File: src/sv/dlfr_pkg.sv
`timescale 1ns / 1ps
// ----------------------------------------------------------------------------
// dlfr_pkg
// shared types and constants of the display link frame responder
// ----------------------------------------------------------------------------
package dlfr_pkg;

   localparam int RX_FRAME_BYTES = 13;
   localparam int STORE_DEPTH    = RX_FRAME_BYTES - 1;
   localparam int STORE_AW       = $clog2(STORE_DEPTH);
   localparam int CNT_W          = $clog2(RX_FRAME_BYTES);
   localparam int REPLY_BYTES    = 12;
   localparam int REPLY_IW       = $clog2(REPLY_BYTES);
   localparam int QUEUE_DEPTH    = 2;

   localparam logic [7:0] TRAILER_HI    = 8'h32;
   localparam logic [7:0] TRAILER_LO    = 8'h0E;
   localparam logic [7:0] REPLY_HEADER  = 8'h41;
   localparam logic [7:0] REPLY_MARKER  = 8'h24;
   localparam logic [7:0] TEMP_OFFSET   = 8'd15;
   localparam logic [6:0] SPEED_OFFSET  = 7'd10;
   localparam logic [7:0] SPEED_MASK    = 8'hF8;
   localparam logic [7:0] SPEED_HI_MASK = 8'h20;
   localparam logic [7:0] WHEEL_MASK    = 8'hC0;

   // floor(2^16 / 7), quotient estimate is exact or one low
   localparam logic [13:0] DIV7_RECIP   = 14'd9362;
   localparam logic [2:0]  DIV7         = 3'd7;

   // register indexes
   localparam logic [2:0] REG_DRIVE_POWER    = 3'd0;
   localparam logic [2:0] REG_WHEEL_PERIOD   = 3'd1;
   localparam logic [2:0] REG_ERROR_CODE     = 3'd2;
   localparam logic [2:0] REG_BATTERY        = 3'd3;
   localparam logic [2:0] REG_THROTTLE_ANIM  = 3'd4;
   localparam logic [2:0] REG_CRUISE         = 3'd5;
   localparam logic [2:0] REG_ASSIST         = 3'd6;
   localparam logic [2:0] REG_MOTOR_TEMP     = 3'd7;

   typedef struct packed {
      logic [15:0] drive_power;
      logic [15:0] wheel_period;
      logic [7:0]  error_code;
      logic [7:0]  battery_display;
      logic        show_throttle_anim;
      logic        show_cruise;
      logic        show_pedal_icon;
      logic [7:0]  motor_temp;
   } cfg_type;

   typedef struct packed {
      logic       headlight_on;
      logic [2:0] assist_step;
      logic [6:0] speed_limit;
      logic [4:0] wheel_size_code;
      logic [2:0] pulses_per_rev;
      logic [7:0] power_monitor;
      logic [7:0] motor_characteristic;
      logic [6:0] pas_config;
      logic [9:0] motor_config;
   } settings_type;

endpackage

File: src/sv/dlfr_front.sv
`timescale 1ns / 1ps
// ----------------------------------------------------------------------------
// dlfr_front
// counts received bytes into frames, checks the trailer and unpacks settings
// ----------------------------------------------------------------------------
module dlfr_front import dlfr_pkg::*; (
   input  logic         clock,
   input  logic         reset,
   input  logic         push,
   output logic         full,
   input  logic [7:0]   rx_byte,
   output logic         q_push,
   output settings_type q_data,
   input  logic         q_full
);

   logic [CNT_W-1:0] cnt_ff, cnt_in;
   logic [7:0]       store_ff [STORE_DEPTH];
   logic             accept;
   logic             closing;
   logic [7:0]       b0, b1, b2, b3, b4, b6, b7, b8;

   assign closing = (cnt_ff == CNT_W'(STORE_DEPTH));
   assign full    = closing && q_full;
   assign accept  = push && !full;
   assign q_push  = accept && closing && (store_ff[STORE_DEPTH-1] == TRAILER_HI)
                    && (rx_byte == TRAILER_LO);

   assign b0 = store_ff[0];
   assign b1 = store_ff[1];
   assign b2 = store_ff[2];
   assign b3 = store_ff[3];
   assign b4 = store_ff[4];
   assign b6 = store_ff[6];
   assign b7 = store_ff[7];
   assign b8 = store_ff[8];

   always_comb begin
      q_data.power_monitor        = b0;
      q_data.headlight_on         = b1[7];
      q_data.assist_step          = b1[2:0];
      q_data.speed_limit          = (7'((b2 & SPEED_MASK) >> 3) | 7'(b4 & SPEED_HI_MASK))
                                    + SPEED_OFFSET;
      q_data.wheel_size_code      = {b2[2:0], 2'((b4 & WHEEL_MASK) >> 6)};
      q_data.pulses_per_rev       = b4[2:0];
      q_data.motor_characteristic = b3;
      q_data.pas_config           = {b7[6:5], b6[5:3], b4[4], b4[3]};
      q_data.motor_config         = {b8[7:5], b7[3:0], b6[2:0]};
   end

   always_comb begin
      cnt_in = cnt_ff;
      if (accept) begin
         if (closing) begin
            cnt_in = '0;
         end else begin
            cnt_in = cnt_ff + 1'b1;
         end
      end
   end

   always_ff @(posedge clock) begin
      if (reset) begin
         cnt_ff <= '0;
      end else begin
         cnt_ff <= cnt_in;
      end
   end

   always_ff @(posedge clock) begin
      if (accept && !closing) begin
         store_ff[cnt_ff[STORE_AW-1:0]] <= rx_byte;
      end
   end

endmodule

File: src/sv/dlfr_queue.sv
`timescale 1ns / 1ps
// ----------------------------------------------------------------------------
// dlfr_queue
// short queue of decoded frame settings between front and back
// ----------------------------------------------------------------------------
module dlfr_queue import dlfr_pkg::*; (
   input  logic         clock,
   input  logic         reset,
   input  logic         push,
   input  settings_type push_data,
   output logic         full,
   input  logic         pop,
   output settings_type pop_data,
   output logic         valid
);

   localparam int AW = (QUEUE_DEPTH > 1) ? $clog2(QUEUE_DEPTH) : 1;

   settings_type       mem_ff [QUEUE_DEPTH];
   logic [AW-1:0]      wr_ff, wr_in, rd_ff, rd_in;
   logic [AW:0]        cnt_ff, cnt_in;
   logic               do_push, do_pop;

   assign full     = (cnt_ff == (AW+1)'(QUEUE_DEPTH));
   assign valid    = (cnt_ff != '0);
   assign do_push  = push && !full;
   assign do_pop   = pop && valid;
   assign pop_data = mem_ff[rd_ff];

   always_comb begin
      wr_in  = wr_ff;
      rd_in  = rd_ff;
      cnt_in = cnt_ff;
      if (do_push) begin
         wr_in = (wr_ff == AW'(QUEUE_DEPTH - 1)) ? '0 : wr_ff + 1'b1;
      end
      if (do_pop) begin
         rd_in = (rd_ff == AW'(QUEUE_DEPTH - 1)) ? '0 : rd_ff + 1'b1;
      end
      if (do_push && !do_pop) begin
         cnt_in = cnt_ff + 1'b1;
      end else if (do_pop && !do_push) begin
         cnt_in = cnt_ff - 1'b1;
      end
   end

   always_ff @(posedge clock) begin
      if (reset) begin
         wr_ff  <= '0;
         rd_ff  <= '0;
         cnt_ff <= '0;
      end else begin
         wr_ff  <= wr_in;
         rd_ff  <= rd_in;
         cnt_ff <= cnt_in;
      end
   end

   always_ff @(posedge clock) begin
      if (do_push) begin
         mem_ff[wr_ff] <= push_data;
      end
   end

endmodule

File: src/sv/dlfr_back.sv
`timescale 1ns / 1ps
// ----------------------------------------------------------------------------
// dlfr_back
// plays out the 12-byte reply for each decoded frame
// ----------------------------------------------------------------------------
module dlfr_back import dlfr_pkg::*; (
   input  logic         clock,
   input  logic         reset,
   input  cfg_type      cfg,
   input  logic         q_valid,
   input  settings_type q_data,
   output logic         q_pop,
   output logic         empty,
   input  logic         pop,
   output logic [7:0]   tx_byte,
   output logic         tx_last,
   output settings_type settings
);

   settings_type         cur_ff, cur_in;
   logic                 busy_ff, busy_in;
   logic [REPLY_IW-1:0]  idx_ff, idx_in;
   logic                 fire, load;

   // power / 7 over three registered steps
   logic [15:0] pw_ff, pw_q_ff;
   logic [29:0] prod_ff;
   logic [13:0] q_est;
   logic [16:0] rem;
   logic [7:0]  power_div_ff, power_div_in;

   logic [7:0]  flags, temp_adj, check;

   assign q_est = prod_ff[29:16];
   assign rem   = {1'b0, pw_q_ff} - 17'({q_est, 3'b000} - {3'b000, q_est});

   always_comb begin
      if (rem >= 17'(DIV7)) begin
         power_div_in = q_est[7:0] + 8'd1;
      end else begin
         power_div_in = q_est[7:0];
      end
   end

   always_ff @(posedge clock) begin
      pw_ff        <= cfg.drive_power;
      prod_ff      <= 30'(pw_ff * DIV7_RECIP);
      pw_q_ff      <= pw_ff;
      power_div_ff <= power_div_in;
   end

   assign flags    = {3'b000, cfg.show_pedal_icon, cfg.show_cruise, 2'b00,
                      cfg.show_throttle_anim};
   assign temp_adj = cfg.motor_temp - TEMP_OFFSET;
   assign check    = cfg.battery_display ^ REPLY_MARKER ^ cfg.wheel_period[15:8]
                     ^ cfg.wheel_period[7:0] ^ cfg.error_code ^ flags ^ power_div_ff
                     ^ temp_adj;

   assign empty    = !busy_ff;
   assign tx_last  = (idx_ff == REPLY_IW'(REPLY_BYTES - 1));
   assign settings = cur_ff;
   assign fire     = busy_ff && pop;
   assign load     = !busy_ff || (fire && tx_last);
   assign q_pop    = load && q_valid;

   always_comb begin
      case (idx_ff)
         4'd0:    tx_byte = REPLY_HEADER;
         4'd1:    tx_byte = cfg.battery_display;
         4'd2:    tx_byte = REPLY_MARKER;
         4'd3:    tx_byte = cfg.wheel_period[15:8];
         4'd4:    tx_byte = cfg.wheel_period[7:0];
         4'd5:    tx_byte = cfg.error_code;
         4'd6:    tx_byte = check;
         4'd7:    tx_byte = flags;
         4'd8:    tx_byte = power_div_ff;
         4'd9:    tx_byte = temp_adj;
         default: tx_byte = 8'h00;
      endcase
   end

   always_comb begin
      busy_in = busy_ff;
      idx_in  = idx_ff;
      cur_in  = cur_ff;
      if (load) begin
         busy_in = q_valid;
         idx_in  = '0;
         cur_in  = q_data;
      end else if (fire) begin
         idx_in  = idx_ff + 1'b1;
      end
   end

   always_ff @(posedge clock) begin
      if (reset) begin
         busy_ff <= 1'b0;
         idx_ff  <= '0;
      end else begin
         busy_ff <= busy_in;
         idx_ff  <= idx_in;
      end
   end

   always_ff @(posedge clock) begin
      cur_ff <= cur_in;
   end

endmodule

File: src/sv/display_link_frame_responder.sv
`timescale 1ns / 1ps
// ----------------------------------------------------------------------------
// display_link_frame_responder
// Takes one received byte per clock cycle and counts bytes into 13-byte
// frames. A frame with the 0x32 0x0E trailer is decoded on its last byte and
// queued (two frames deep); the reply side then delivers its 12 reply bytes
// one per cycle while pop is high, each carrying the frame's decoded
// settings. Input stalls only on the closing byte of a frame while the reply
// queue is full, so the reply side sets the sustained rate under
// backpressure.
// ----------------------------------------------------------------------------
module display_link_frame_responder import dlfr_pkg::*; (
   input  logic        clock,
   input  logic        reset,
   // request channel
   input  logic        push,
   output logic        full,
   input  logic [7:0]  req_rx_byte,
   // reply channel
   output logic        empty,
   input  logic        pop,
   output logic [7:0]  rsp_tx_byte,
   output logic        rsp_tx_last,
   output logic        rsp_headlight_on,
   output logic [2:0]  rsp_assist_step,
   output logic [6:0]  rsp_speed_limit,
   output logic [4:0]  rsp_wheel_size_code,
   output logic [2:0]  rsp_pulses_per_rev,
   output logic [7:0]  rsp_power_monitor,
   output logic [7:0]  rsp_motor_characteristic,
   output logic [6:0]  rsp_pas_config,
   output logic [9:0]  rsp_motor_config,
   // register port
   input  logic        psel,
   input  logic        penable,
   input  logic        pwrite,
   input  logic [4:0]  paddr,
   input  logic [31:0] pwdata,
   output logic [31:0] prdata,
   output logic        pready
);

   cfg_type      cfg_ff, cfg_in;
   logic         wr_en;
   logic [2:0]   reg_idx;
   logic         q_push, q_full, q_pop, q_valid;
   settings_type q_in_data, q_out_data, cur;

   assign pready  = 1'b1;
   assign reg_idx = paddr[4:2];
   assign wr_en   = psel && penable && pwrite && pready;

   always_comb begin
      cfg_in = cfg_ff;
      if (wr_en) begin
         case (reg_idx)
            REG_DRIVE_POWER:   cfg_in.drive_power        = pwdata[15:0];
            REG_WHEEL_PERIOD:  cfg_in.wheel_period       = pwdata[15:0];
            REG_ERROR_CODE:    cfg_in.error_code         = pwdata[7:0];
            REG_BATTERY:       cfg_in.battery_display    = pwdata[7:0];
            REG_THROTTLE_ANIM: cfg_in.show_throttle_anim = pwdata[0];
            REG_CRUISE:        cfg_in.show_cruise        = pwdata[0];
            REG_ASSIST:        cfg_in.show_pedal_icon    = pwdata[0];
            REG_MOTOR_TEMP:    cfg_in.motor_temp         = pwdata[7:0];
            default:           cfg_in = cfg_ff;
         endcase
      end
   end

   always_comb begin
      case (reg_idx)
         REG_DRIVE_POWER:   prdata = {16'h0000, cfg_ff.drive_power};
         REG_WHEEL_PERIOD:  prdata = {16'h0000, cfg_ff.wheel_period};
         REG_ERROR_CODE:    prdata = {24'h000000, cfg_ff.error_code};
         REG_BATTERY:       prdata = {24'h000000, cfg_ff.battery_display};
         REG_THROTTLE_ANIM: prdata = {31'h0, cfg_ff.show_throttle_anim};
         REG_CRUISE:        prdata = {31'h0, cfg_ff.show_cruise};
         REG_ASSIST:        prdata = {31'h0, cfg_ff.show_pedal_icon};
         REG_MOTOR_TEMP:    prdata = {24'h000000, cfg_ff.motor_temp};
         default:           prdata = 32'h0;
      endcase
   end

   always_ff @(posedge clock) begin
      if (reset) begin
         cfg_ff.drive_power        <= 16'h0000;
         cfg_ff.wheel_period       <= 16'hFFFF;
         cfg_ff.error_code         <= 8'h00;
         cfg_ff.battery_display    <= 8'h00;
         cfg_ff.show_throttle_anim <= 1'b0;
         cfg_ff.show_cruise        <= 1'b0;
         cfg_ff.show_pedal_icon    <= 1'b0;
         cfg_ff.motor_temp         <= 8'd23;
      end else begin
         cfg_ff <= cfg_in;
      end
   end

   dlfr_front u_front (
      .clock   (clock),
      .reset   (reset),
      .push    (push),
      .full    (full),
      .rx_byte (req_rx_byte),
      .q_push  (q_push),
      .q_data  (q_in_data),
      .q_full  (q_full)
   );

   dlfr_queue u_queue (
      .clock     (clock),
      .reset     (reset),
      .push      (q_push),
      .push_data (q_in_data),
      .full      (q_full),
      .pop       (q_pop),
      .pop_data  (q_out_data),
      .valid     (q_valid)
   );

   dlfr_back u_back (
      .clock    (clock),
      .reset    (reset),
      .cfg      (cfg_ff),
      .q_valid  (q_valid),
      .q_data   (q_out_data),
      .q_pop    (q_pop),
      .empty    (empty),
      .pop      (pop),
      .tx_byte  (rsp_tx_byte),
      .tx_last  (rsp_tx_last),
      .settings (cur)
   );

   assign rsp_headlight_on         = cur.headlight_on;
   assign rsp_assist_step          = cur.assist_step;
   assign rsp_speed_limit          = cur.speed_limit;
   assign rsp_wheel_size_code      = cur.wheel_size_code;
   assign rsp_pulses_per_rev       = cur.pulses_per_rev;
   assign rsp_power_monitor        = cur.power_monitor;
   assign rsp_motor_characteristic = cur.motor_characteristic;
   assign rsp_pas_config           = cur.pas_config;
   assign rsp_motor_config         = cur.motor_config;

   // a reply burst is never cut short
   a_burst_whole: assert property (@(posedge clock) disable iff (reset)
      (!empty && pop && !rsp_tx_last) |=> !empty)
      else $error("reply burst broken before its last byte");

   // every new burst opens with the header byte
   a_burst_header: assert property (@(posedge clock) disable iff (reset)
      (!empty && pop && rsp_tx_last) |=> (empty || rsp_tx_byte == REPLY_HEADER))
      else $error("reply burst without header byte");

   // decoded settings hold for the whole burst
   a_settings_hold: assert property (@(posedge clock) disable iff (reset)
      (!empty && pop && !rsp_tx_last) |=> ($stable(rsp_speed_limit)
         && $stable(rsp_motor_config) && $stable(rsp_pas_config)))
      else $error("settings changed within a reply burst");

   // the last byte of a reply is a zero byte
   a_last_zero: assert property (@(posedge clock) disable iff (reset)
      (!empty && rsp_tx_last) |-> (rsp_tx_byte == 8'h00))
      else $error("last reply byte not zero");

endmodule

File: config.mk
export PLATFORM = sky130hd
export DESIGN_NAME = display_link_frame_responder
export DESIGN_NICKNAME = d
export VERILOG_FILES = /design/src/sv/dlfr_pkg.sv /design/src/sv/dlfr_front.sv /design/src/sv/dlfr_queue.sv /design/src/sv/dlfr_back.sv /design/src/sv/display_link_frame_responder.sv
export SDC_FILE = /design/constraint.sdc
export NUM_CORES = 1
export LEC_CHECK = 0
export ABC_AREA = 1
export BUFFER_PORTS_ARGS = -buffer_cell sky130_fd_sc_hd__buf_2
export CAP_MARGIN = 15
export CORE_ASPECT_RATIO = 0.75
export CORE_MARGIN = 2
export CORE_UTILIZATION = 40
export CTS_BUF_LIST = sky130_fd_sc_hd__clkbuf_8
export DETAILED_ROUTE_END_ITERATION = 10
export SLEW_MARGIN = 0
export SYNTH_ARGS = -nofsm -noshare
export SYNTH_HDL_FRONTEND = slang
export SYNTH_SLANG_ARGS = --single-unit
File: constraint.sdc
create_clock -name clock -period 7.05 [get_ports clock]
set_clock_uncertainty 0.15 [all_clocks]
set_input_delay 1.41 -clock clock [delete_from_list [all_inputs] [get_ports clock]]
set_output_delay 1.41 -clock clock [all_outputs]
set_load 0.02 [all_outputs]
==> results of run 1 <==
[power by group through the flow]
| stage | sequential (mW) | clock [mW] | combinational (mW) |
|---|---|---|---|
| floorplan | 2.66 | 0 | 0.457 |
| global placement | 2.45 | 0 | 0.984 |
| detailed placement | 2.46 | 0 | 0.992 |
| CTS | 2.42 | 1.64 | 0.995 |
| global route | 2.43 | 1.72 | 1.09 |
| finish | 2.41 | 1.60 | 0.985 |
[metrics by stage]
step	total power, mW	hold WS [ns]	setup slack, ns	instance area, um^2
final	4.993	0.2127	2.320	19220
after global routing	5.243	0.2204	2.224	19210
after CTS	5.056	0.2123	2.378	19210
after detailed placement	3.451	0.2026	2.375	18180
after global placement	3.438	0.2030	2.390	18180
after floorplan	3.114	0.1964	2.368	17060
[worst paths after layout]
check / to / cells after the start / startpoint
hold / removal: u_back.pw_ff[1] / 0 / cfg_ff[44]
setup reg to reg: u_back.prod_ff[27] / 17 / u_back.pw_ff[8]
hold reg to reg: u_back.pw_ff[1] / 0 / cfg_ff[44]
setup / recovery: prdata[4] / 8 / paddr[2]
[placed cells by master (no fill, tap or decap), types with 8 or more instances in the layout]
cell type,n
xor2_1,34
ha_1,103
edfxtp_1,215
o22ai_1,15
nand2_1,389
o211ai_1,16
inv_1,305
inv_2,8
nand4_1,15
nor3_1,19
xnor2_1,37
clkbuf_8,59
a221oi_1,9
a21oi_1,56
nand3_1,57
o21ai_0,78
conb_1,17
buf_2,112
fa_1,40
clkinv_1,9
buf_4,8
nor2_1,123
dfxtp_1,125
[logic make-up after synthesis]
group,share of synthesized area
flops,0.5279
fa+ha+maj,0.1229
simple gates,0.1605
other cells,0.0004416
compound gates,0.07151
xor+xnor,0.03656
buf+inv,0.08019
[registers in the layout, indices dropped and copies added, names as in the netlist]
signal               count
u_back.pw_ff            16
u_queue.rd_ff            1
u_front.store_ff        59
u_back.pw_q_ff          16
u_queue.wr_ff            1
u_back.busy_ff           1
u_back.idx_ff            4
u_front.cnt_ff           4
u_queue.cnt_ff           2
u_back.power_div_ff      8
u_back.prod_ff          14
cfg_ff                  59
u_back.settings         52
u_queue.mem_ff         104
[metal layers]
layer  wire length, um  up-vias
met5                 0        -
met4               714        0
met3              2863       64
met2             16930      383
met1             19860     5638
li1                  -     5992
[critical path, stage by stage]
cell and delay (ns):
buf_2 0.12, inv_1 0.13, nor3_1 0.10, inv_1 0.45, o22ai_1 0.13, a221oi_1 0.41
nand2_1 0.19, buf_2 0.21
[layout make-up]
class / count / area [um^2] / area share
sequential: 341 / 8980 / 0.4673
tap: 569 / 711.9 / 0.03705
multi-input combinational: 1084 / 6744 / 0.3510
clock buffer: 59 / 812.0 / 0.04226
inverter: 299 / 1122 / 0.05841
antenna: 1 / 2.502 / 0.0001302
clock inverter: 37 / 222.7 / 0.01159
timing repair buffer: 120 / 620.6 / 0.03230
==> results.sh, run 1 <==
export IMPL_outcome="complete, no violations"
export IMPL_clk_latency_ns=0.61
export IMPL_ys_seq_elements=341
export IMPL_path_class="input pin to output pin"
export IMPL_met3_usage=0.03603
export IMPL_switching_share=0.3100
export IMPL_dp_hpwl_um=29510
export IMPL_rsz0062_at_grt="no"
export IMPL_path_max_fanout=14
export IMPL_ys_seq_area_frac=0.5279
export IMPL_finalSetupTns_ns=0
export IMPL_ant_nets=0
export IMPL_syn_mean_instance_area_um2=9.691
export IMPL_die_area_um2=44200
export IMPL_drtIter0Drc=746
export IMPL_initial_core_util=0.4053
export IMPL_viasPerCell=4.812
export IMPL_intPower_mw=3.445
export IMPL_regToRegSetupSlack_ns=2.50
export IMPL_cap_violations=0
export IMPL_pwr_share_clk=0.320
export IMPL_fmax_mhz=211.4
export IMPL_final_core_util=0.4579
export IMPL_pwr_share_seq=0.483
export IMPL_synth_main_ff_cell="edfxtp_1"
export IMPL_dp_cells=2413
export IMPL_grt_pass1_wl_um=63320
export IMPL_grt_overflow_total=0
export IMPL_final_period_utilization=0.6710
export IMPL_setup_viol=0
export IMPL_path_clk_slew_ns=0.06
export IMPL_ir_worst_vdd_v=0.0001374
export IMPL_yosysMostFrequentCell="nand2_1"
export IMPL_drc=0
export IMPL_grt_max_degree=58
export IMPL_slew_viol_final=0
export IMPL_met2_usage=0.2741
export IMPL_netlist_top_cells_area="edfxtp_1 (38%), dfxtp_1 (15%), nand2_1 (8.6%), ha_1 (7.6%), inv_1 (6.4%)"
export IMPL_yosysTopAreaCellShare=0.3796
export IMPL_cts_tree="yes"
export IMPL_worstPathRequired_ns=5.49
export IMPL_antenna_found_initial=2
export IMPL_drt_pass1_iter_count=5
export IMPL_syn_area_um2=17010
export IMPL_wl_um=40370
export IMPL_grt_busiest_layer="met2"
export IMPL_synth_cells=1755
export IMPL_vias=12080
export IMPL_cts_buffers=52
export IMPL_clockRootBuffer="clkbuf_8"
export IMPL_clockBufferDepth=3
export IMPL_start_kind="input pin"
export IMPL_cts_setup_buffers=0
export IMPL_routedWlPerCell_um=16.08
export IMPL_finalHoldViolations=0
export IMPL_htreeDepth=2
export IMPL_design_core_area_um2=41970
export IMPL_synth_common_cells="nand2_1 (389), inv_1 (291), edfxtp_1 (215), dfxtp_1 (126), nor2_1 (126)"
export IMPL_hold_class="register to register"
export IMPL_period_needed_ns=4.730
export IMPL_place_congestion=0.9329
export IMPL_worst_pin_slew_ns=1.066
export IMPL_grtUsageMet1=0.2709
export IMPL_grt_pass1_vias=11680
export IMPL_synth_edff_count=215
export IMPL_yosys_warnings=0
export IMPL_fillers=4033
export IMPL_stdcell_count=2510
export IMPL_worst_ep_arrival_time_ns=3.17
export IMPL_holdBufCountCts=0
export IMPL_grt_use_total=0.1826
export IMPL_p_leak_nw=8.704
export IMPL_ios=148
export IMPL_relSlewSlack=0.2836
export IMPL_die_h_um=182.6
export IMPL_ys_async_sr_fraction=0
export IMPL_p_sw_mw=1.548
export IMPL_cts_sinks=341
export IMPL_finalNetCount=2093
export IMPL_io_buffer_count=112
export IMPL_cp_end_kind="output pin"
export IMPL_ys_types=51
export IMPL_area_growth_pct=12.98
export IMPL_p_per_area_nw_per_um2=259.8
export IMPL_p_comb_frac=0.197
export IMPL_layout_drive_gt1_share=0.1227
export IMPL_yosysTopAreaCell="edfxtp_1"
export IMPL_dieWidth_um=242.1
export IMPL_ctsResizeCount=0
export IMPL_placementRows=65
(Power assumes the default switching activity.)
==> inputs of run 2 (changes only) <==
- clock period: 7.05 -> 3.9 ns (I/O delays scaled with it)
==> run 2 against run 1 <==
Flip-flop and latch count unchanged. Sequential share of layout area is 2.4 points lower. Non-clock buffer count grew 72. First-iteration DRC count up 12%. Clock-buffer cell count decreased by 3.
==> results.sh, run 2 (synthesized netlist as in run 1, its figures left out) <==
export IMPL_layout_drive_gt1_share=0.1915
export IMPL_worst_pin_slew_ns=0.8764
export IMPL_start_kind="register"
export IMPL_ir_worst_vdd_v=0.0002582
export IMPL_dp_hpwl_um=30850
export IMPL_drc=0
export IMPL_register_area_um2=8991
export IMPL_cts_sinks=341
export IMPL_design_core_area_um2=41970
export IMPL_antenna_found_initial=3
export IMPL_die_area_um2=44200
export IMPL_rsz0062_at_grt="yes"
export IMPL_slew_viol_final=0
export IMPL_viasPerCell=4.839
export IMPL_grt_use_total=0.1906
export IMPL_initial_core_util=0.4053
export IMPL_vias=12480
export IMPL_insertedDiodeCount=0
export IMPL_path_clk_slew_ns=0.07
export IMPL_cts_tree="yes"
export IMPL_final_cell_area_um2=20270
export IMPL_grt_pass1_wl_um=65950
export IMPL_finalSetupTns_ns=0
export IMPL_cp_end_kind="register"
export IMPL_p_per_area_nw_per_um2=453.6
export IMPL_dieWidth_um=242.1
export IMPL_grt_max_degree=60
export IMPL_placementRows=65
export IMPL_drt_pass1_iter_count=5
export IMPL_grt_overflow_total=0
export IMPL_multi_input_area_um2=7171
export IMPL_final_core_util=0.4830
export IMPL_outcome="complete, no violations"
export IMPL_grt_pass1_vias=12140
export IMPL_final_period_utilization=0.9829
export IMPL_io_buffer_count=112
export IMPL_ios=148
export IMPL_final_common_cell="nand2_1"
export IMPL_worst_ep_arrival_time_ns=4.22
export IMPL_hold_class="register to register"
export IMPL_die_h_um=182.6
export IMPL_largest_reg_flops=104
export IMPL_fillers=3982
export IMPL_drtIter0Drc=835
export IMPL_worstHoldPathCells=0
export IMPL_wl_um=42320
export IMPL_worstPathRequired_ns=4.29
export IMPL_path_class="register to register"
export IMPL_layout_common_cells="nand2_1 (380), inv_1 (289), edfxtp_1 (215)"
export IMPL_clk_latency_ns=0.61
export IMPL_period_needed_ns=3.833
export IMPL_cap_violations=0
export IMPL_p_leak_nw=9.104
export IMPL_holdWs_ns=0.2109
export IMPL_path_max_fanout=3
export IMPL_setup_viol=0
export IMPL_clockRootBuffer="clkbuf_8"
export IMPL_fmax_mhz=260.9
export IMPL_reg2regPathDepth=18
export IMPL_p_total_mw=9.195
export IMPL_routedWlPerCell_um=16.41
export IMPL_place_congestion=0.9442
export IMPL_ant_nets=0
export IMPL_holdBufCountCts=0
export IMPL_clockBufferDepth=3
export IMPL_relSlewSlack=0.4136
export IMPL_top_register="u_queue.mem_ff"
export IMPL_placed_cell_area_um2=18700
export IMPL_finalHoldViolations=0
export IMPL_finalNetCount=2165
export IMPL_area_growth_pct=19.19
export IMPL_htreeDepth=2
export IMPL_cts_buffers=52
-- run 2: report_power, final --
part / total (mW) / internal [mW] / switching (mW)
clock network: 3.01 / 1.61 / 1.40
registers: 4.36 / 4.24 / 0.122
logic: 1.82 / 0.537 / 1.29
-- run 2: metrics by stage --
stage	setup slack, ns	cells
3_5_place_dp	-0.2725	2480
2_1_floorplan	0.1094	1770
6_report	0.06655	2579
3_3_place_gp	-0.2335	2480
5_1_grt	-0.07970	2579
4_1_cts	0.006730	2575
-- run 2: final timing paths --
kind | endpoint | slack (ns) | start
max | u_back.prod_ff[29] | 0.07 | u_back.pw_ff[4]
min | u_back.pw_ff[15] | 0.21 | cfg_ff[58]
max reg2reg | u_back.prod_ff[29] | 0.07 | u_back.pw_ff[4]
min reg2reg | u_back.pw_ff[15] | 0.21 | cfg_ff[58]
-- run 2: final cells by class --
| class | instances | share of cell area |
|---|---|---|
| Inverter | 299 | 0.05537 |
| Tap cell | 569 | 0.03512 |
| Clock buffer | 56 | 0.03802 |
| Timing Repair Buffer | 192 | 0.05981 |
| Sequential cell | 341 | 0.4436 |
| Multi-Input combinational cell | 1084 | 0.3537 |
| Clock inverter | 38 | 0.01438 |
-- run 2: critical path: stages, from the launching register on --
cell and delay, ns:
dfxtp_4 0.36, ha_4 0.27, inv_2 0.03, fa_1 0.48, inv_2 0.05, fa_1 0.47, inv_1 0.05, fa_1 0.49
inv_2 0.05, ha_4 0.26, buf_6 0.11, buf_6 0.09, nand4_1 0.11, nor3_2 0.23, nand3_1 0.15, nand3_4 0.11
nand2_2 0.06, o311ai_2 0.08, xor2_1 0.16
-- run 2: per-layer routing --
layer	share of wire	up-vias	wire, um	track usage
met5	0.00050	-	21	0
met4	0.023	4	955	0.05259
met3	0.069	74	2904	0.04000
met2	0.42	378	17850	0.2862
met1	0.49	5890	20590	0.2784
li1	-	6135	-	-
-- run 2: what timing repair did --
action / CTS / global route
pin swaps: 11 / 42
setup endpoints to repair: 13 / 13
cloned: 0 / 0
setup buffers: 1 / 4
endpoints found under the hold margin: 0 / 0
gates resized for setup: 36 / 73
==> inputs of run 3 (changes only) <==
- CAP_MARGIN: 15 -> 20
- CELL_PAD_IN_SITES_DETAIL_PLACEMENT: not set -> 1
- CELL_PAD_IN_SITES_GLOBAL_PLACEMENT: not set -> 1
- PLACE_DENSITY_LB_ADDON: not set -> 0.1
- clock period: 3.9 -> 4.4 ns (I/O delays scaled with it)
==> run 3 against run 2 <==
Die area stayed put. Combinational power is 11% lower. Total power is 10% lower. Register-to-register slack better by 0.14 ns. Fmax is 8.6% lower. Final cell count is 1.7% lower. Global-route usage is 2.2 points higher. Via count is 0.47% lower. Worst hold slack better by 0.0097 ns. Routed wire length is 11% higher.
==> results.sh, run 3 (synthesized netlist as in run 1, its figures left out) <==
export IMPL_outcome="complete, no violations"
export IMPL_cts_tree="yes"
export IMPL_drc=0
export IMPL_drtIter0Drc=666
export IMPL_rsz0062_at_grt="no"
export IMPL_final_cell_area_um2=19450
export IMPL_layout_common_cells="nand2_1 (389), inv_1 (309), edfxtp_1 (215)"
export IMPL_placementRows=65
export IMPL_slew_viol_final=0
export IMPL_largest_reg_flops=104
export IMPL_grt_overflow_total=0
export IMPL_crit_family="adder cells"
export IMPL_path_class="register to register"
export IMPL_cts_sinks=341
export IMPL_timing_rr_end="u_back.prod_ff[29]"
export IMPL_p_total_mw=8.252
export IMPL_clk_latency_ns=0.63
export IMPL_setup_viol=0
export IMPL_grtUsageMet1=0.3103
export IMPL_dp_hpwl_um=35190
export IMPL_relSlewSlack=0.3364
export IMPL_holdBufCountCts=0
export IMPL_hold_class="register to register"
export IMPL_slowest_stage="fa_1"
export IMPL_grt_use_total=0.2130
export IMPL_holdWs_ns=0.2206
export IMPL_met2_usage=0.3339
export IMPL_place_congestion=0.8848
export IMPL_ios=148
export IMPL_ir_worst_vdd_v=0.0002005
export IMPL_final_critical_path_setup_slack_ns=0.2081
export IMPL_place_ws_ns=0.07892
export IMPL_io_buffer_count=112
export IMPL_wl_um=46780
export IMPL_area_growth_pct=14.38
export IMPL_cp_num_cells=14
export IMPL_design_core_area_um2=41970
export IMPL_path_max_fanout=4
export IMPL_cap_violations=0
export IMPL_cpMostUsedCell="ha_1"
export IMPL_p_leak_nw=8.860
export IMPL_cts_buffers=56
export IMPL_vias=12420
export IMPL_antenna_found_initial=2
export IMPL_htreeDepth=2
export IMPL_insertedDiodeCount=0
export IMPL_grt_pass1_wl_um=72530
export IMPL_final_common_cell="nand2_1"
export IMPL_startpoint="u_back.pw_ff[12]"
export IMPL_path_clk_slew_ns=0.06
export IMPL_initial_core_util=0.4053
export IMPL_grt_pass1_vias=12830
export IMPL_worstPathRequired_ns=4.72
export IMPL_endpoint="u_back.prod_ff[29]"
export IMPL_regToRegSetupSlack_ns=0.21
export IMPL_worst_path_buf_inv=2
export IMPL_grt_max_degree=55
export IMPL_cp_end_kind="register"
export IMPL_p_per_area_nw_per_um2=424.2
export IMPL_start_kind="register"
export IMPL_worst_ep_arrival_time_ns=4.52
export IMPL_viasPerCell=4.900
export IMPL_reg2regPathDepth=14
export IMPL_routedWlPerCell_um=18.46
export IMPL_finalNetCount=2116
export IMPL_drt_pass1_iter_count=5
export IMPL_die_area_um2=44200
export IMPL_fmax_mhz=238.6
export IMPL_crit_chain="ha_1, ha_1, fa_1, inv_1, fa_1, inv_1, ha_1, nand2_1, nor3_1, nand3_1, nand3_1, nand2_1, o311ai_0, xor2_1"
export IMPL_worst_pin_slew_ns=0.9900
export IMPL_cts_setup_buffers=0
export IMPL_top_register="u_queue.mem_ff"
export IMPL_ctsResizeCount=0
export IMPL_finalSetupTns_ns=0
export IMPL_clockBufferDepth=3
export IMPL_placed_cell_area_um2=18310
export IMPL_layout_drive_gt1_share=0.1343
export IMPL_ant_nets=0
export IMPL_grt_busiest_layer="met2"
export IMPL_dieWidth_um=242.1
export IMPL_finalHoldViolations=0
export IMPL_met3_usage=0.03471
export IMPL_clockRootBuffer="clkbuf_8"
export IMPL_r2r_start="u_back.pw_ff[12]"
export IMPL_cpPeakStageDelay_ns=0.56
export IMPL_die_h_um=182.6
export IMPL_period_needed_ns=4.192
export IMPL_final_period_utilization=0.9527
export IMPL_fillers=4877
## run 3: cell count changes in the layout (fill, tap and decap cells not counted), moves of 8 or more
cell and change:
a21oi_1 +10, a21oi_2 -8, buf_4 -45, ha_1 +14, ha_4 -15, inv_1 +20
inv_2 -15, nand2_1 +9, nand2_2 -8
## run 3: worst min-delay path by stage
stage / end / startpoint / slack, ns / cells past startpoint
floorplan: u_back.pw_ff[0] / cfg_ff[43] / 0.20 / 0
global placement: u_back.pw_ff[13] / cfg_ff[56] / 0.21 / 0
detailed placement: u_back.pw_ff[13] / cfg_ff[56] / 0.21 / 0
CTS: u_back.pw_ff[1] / cfg_ff[44] / 0.21 / 0
global route: u_back.pw_ff[1] / cfg_ff[44] / 0.22 / 0
finish: u_back.pw_ff[13] / cfg_ff[56] / 0.22 / 0
## run 3: layout make-up
class,instances,area [um^2],share of cell area
flip-flops and latches,341,8981,0.4617
multi-input cells,1084,6766,0.3478
inverters,299,1122,0.05769
clock buffers,62,853.3,0.04386
repair buffers,139,760.7,0.03910
well taps,569,711.9,0.03660
clock inverters,41,257.7,0.01325
## run 3: metrics by stage
stage,std cells,util
after floorplan,1770,-
after global placement,2431,0.4364
after detailed placement,2431,0.4364
after CTS,2534,0.4629
after global routing,2535,0.4636
final,2535,0.4636
## run 3: where the power goes
part	leakage (nW)	total, mW	internal [mW]	switching, mW
Sequential	3.03	3.86	3.76	0.105
Clock	0.633	2.77	1.47	1.30
Combinational	5.20	1.62	0.461	1.16
Total	8.86	8.25	5.69	2.56
## run 3: per-layer routing
metal / vias up / wire length (um)
li1: 6039 / -
met1: 6077 / 23160
met2: 246 / 20540
met3: 60 / 2301
met4: 0 / 786
met5: - / 0
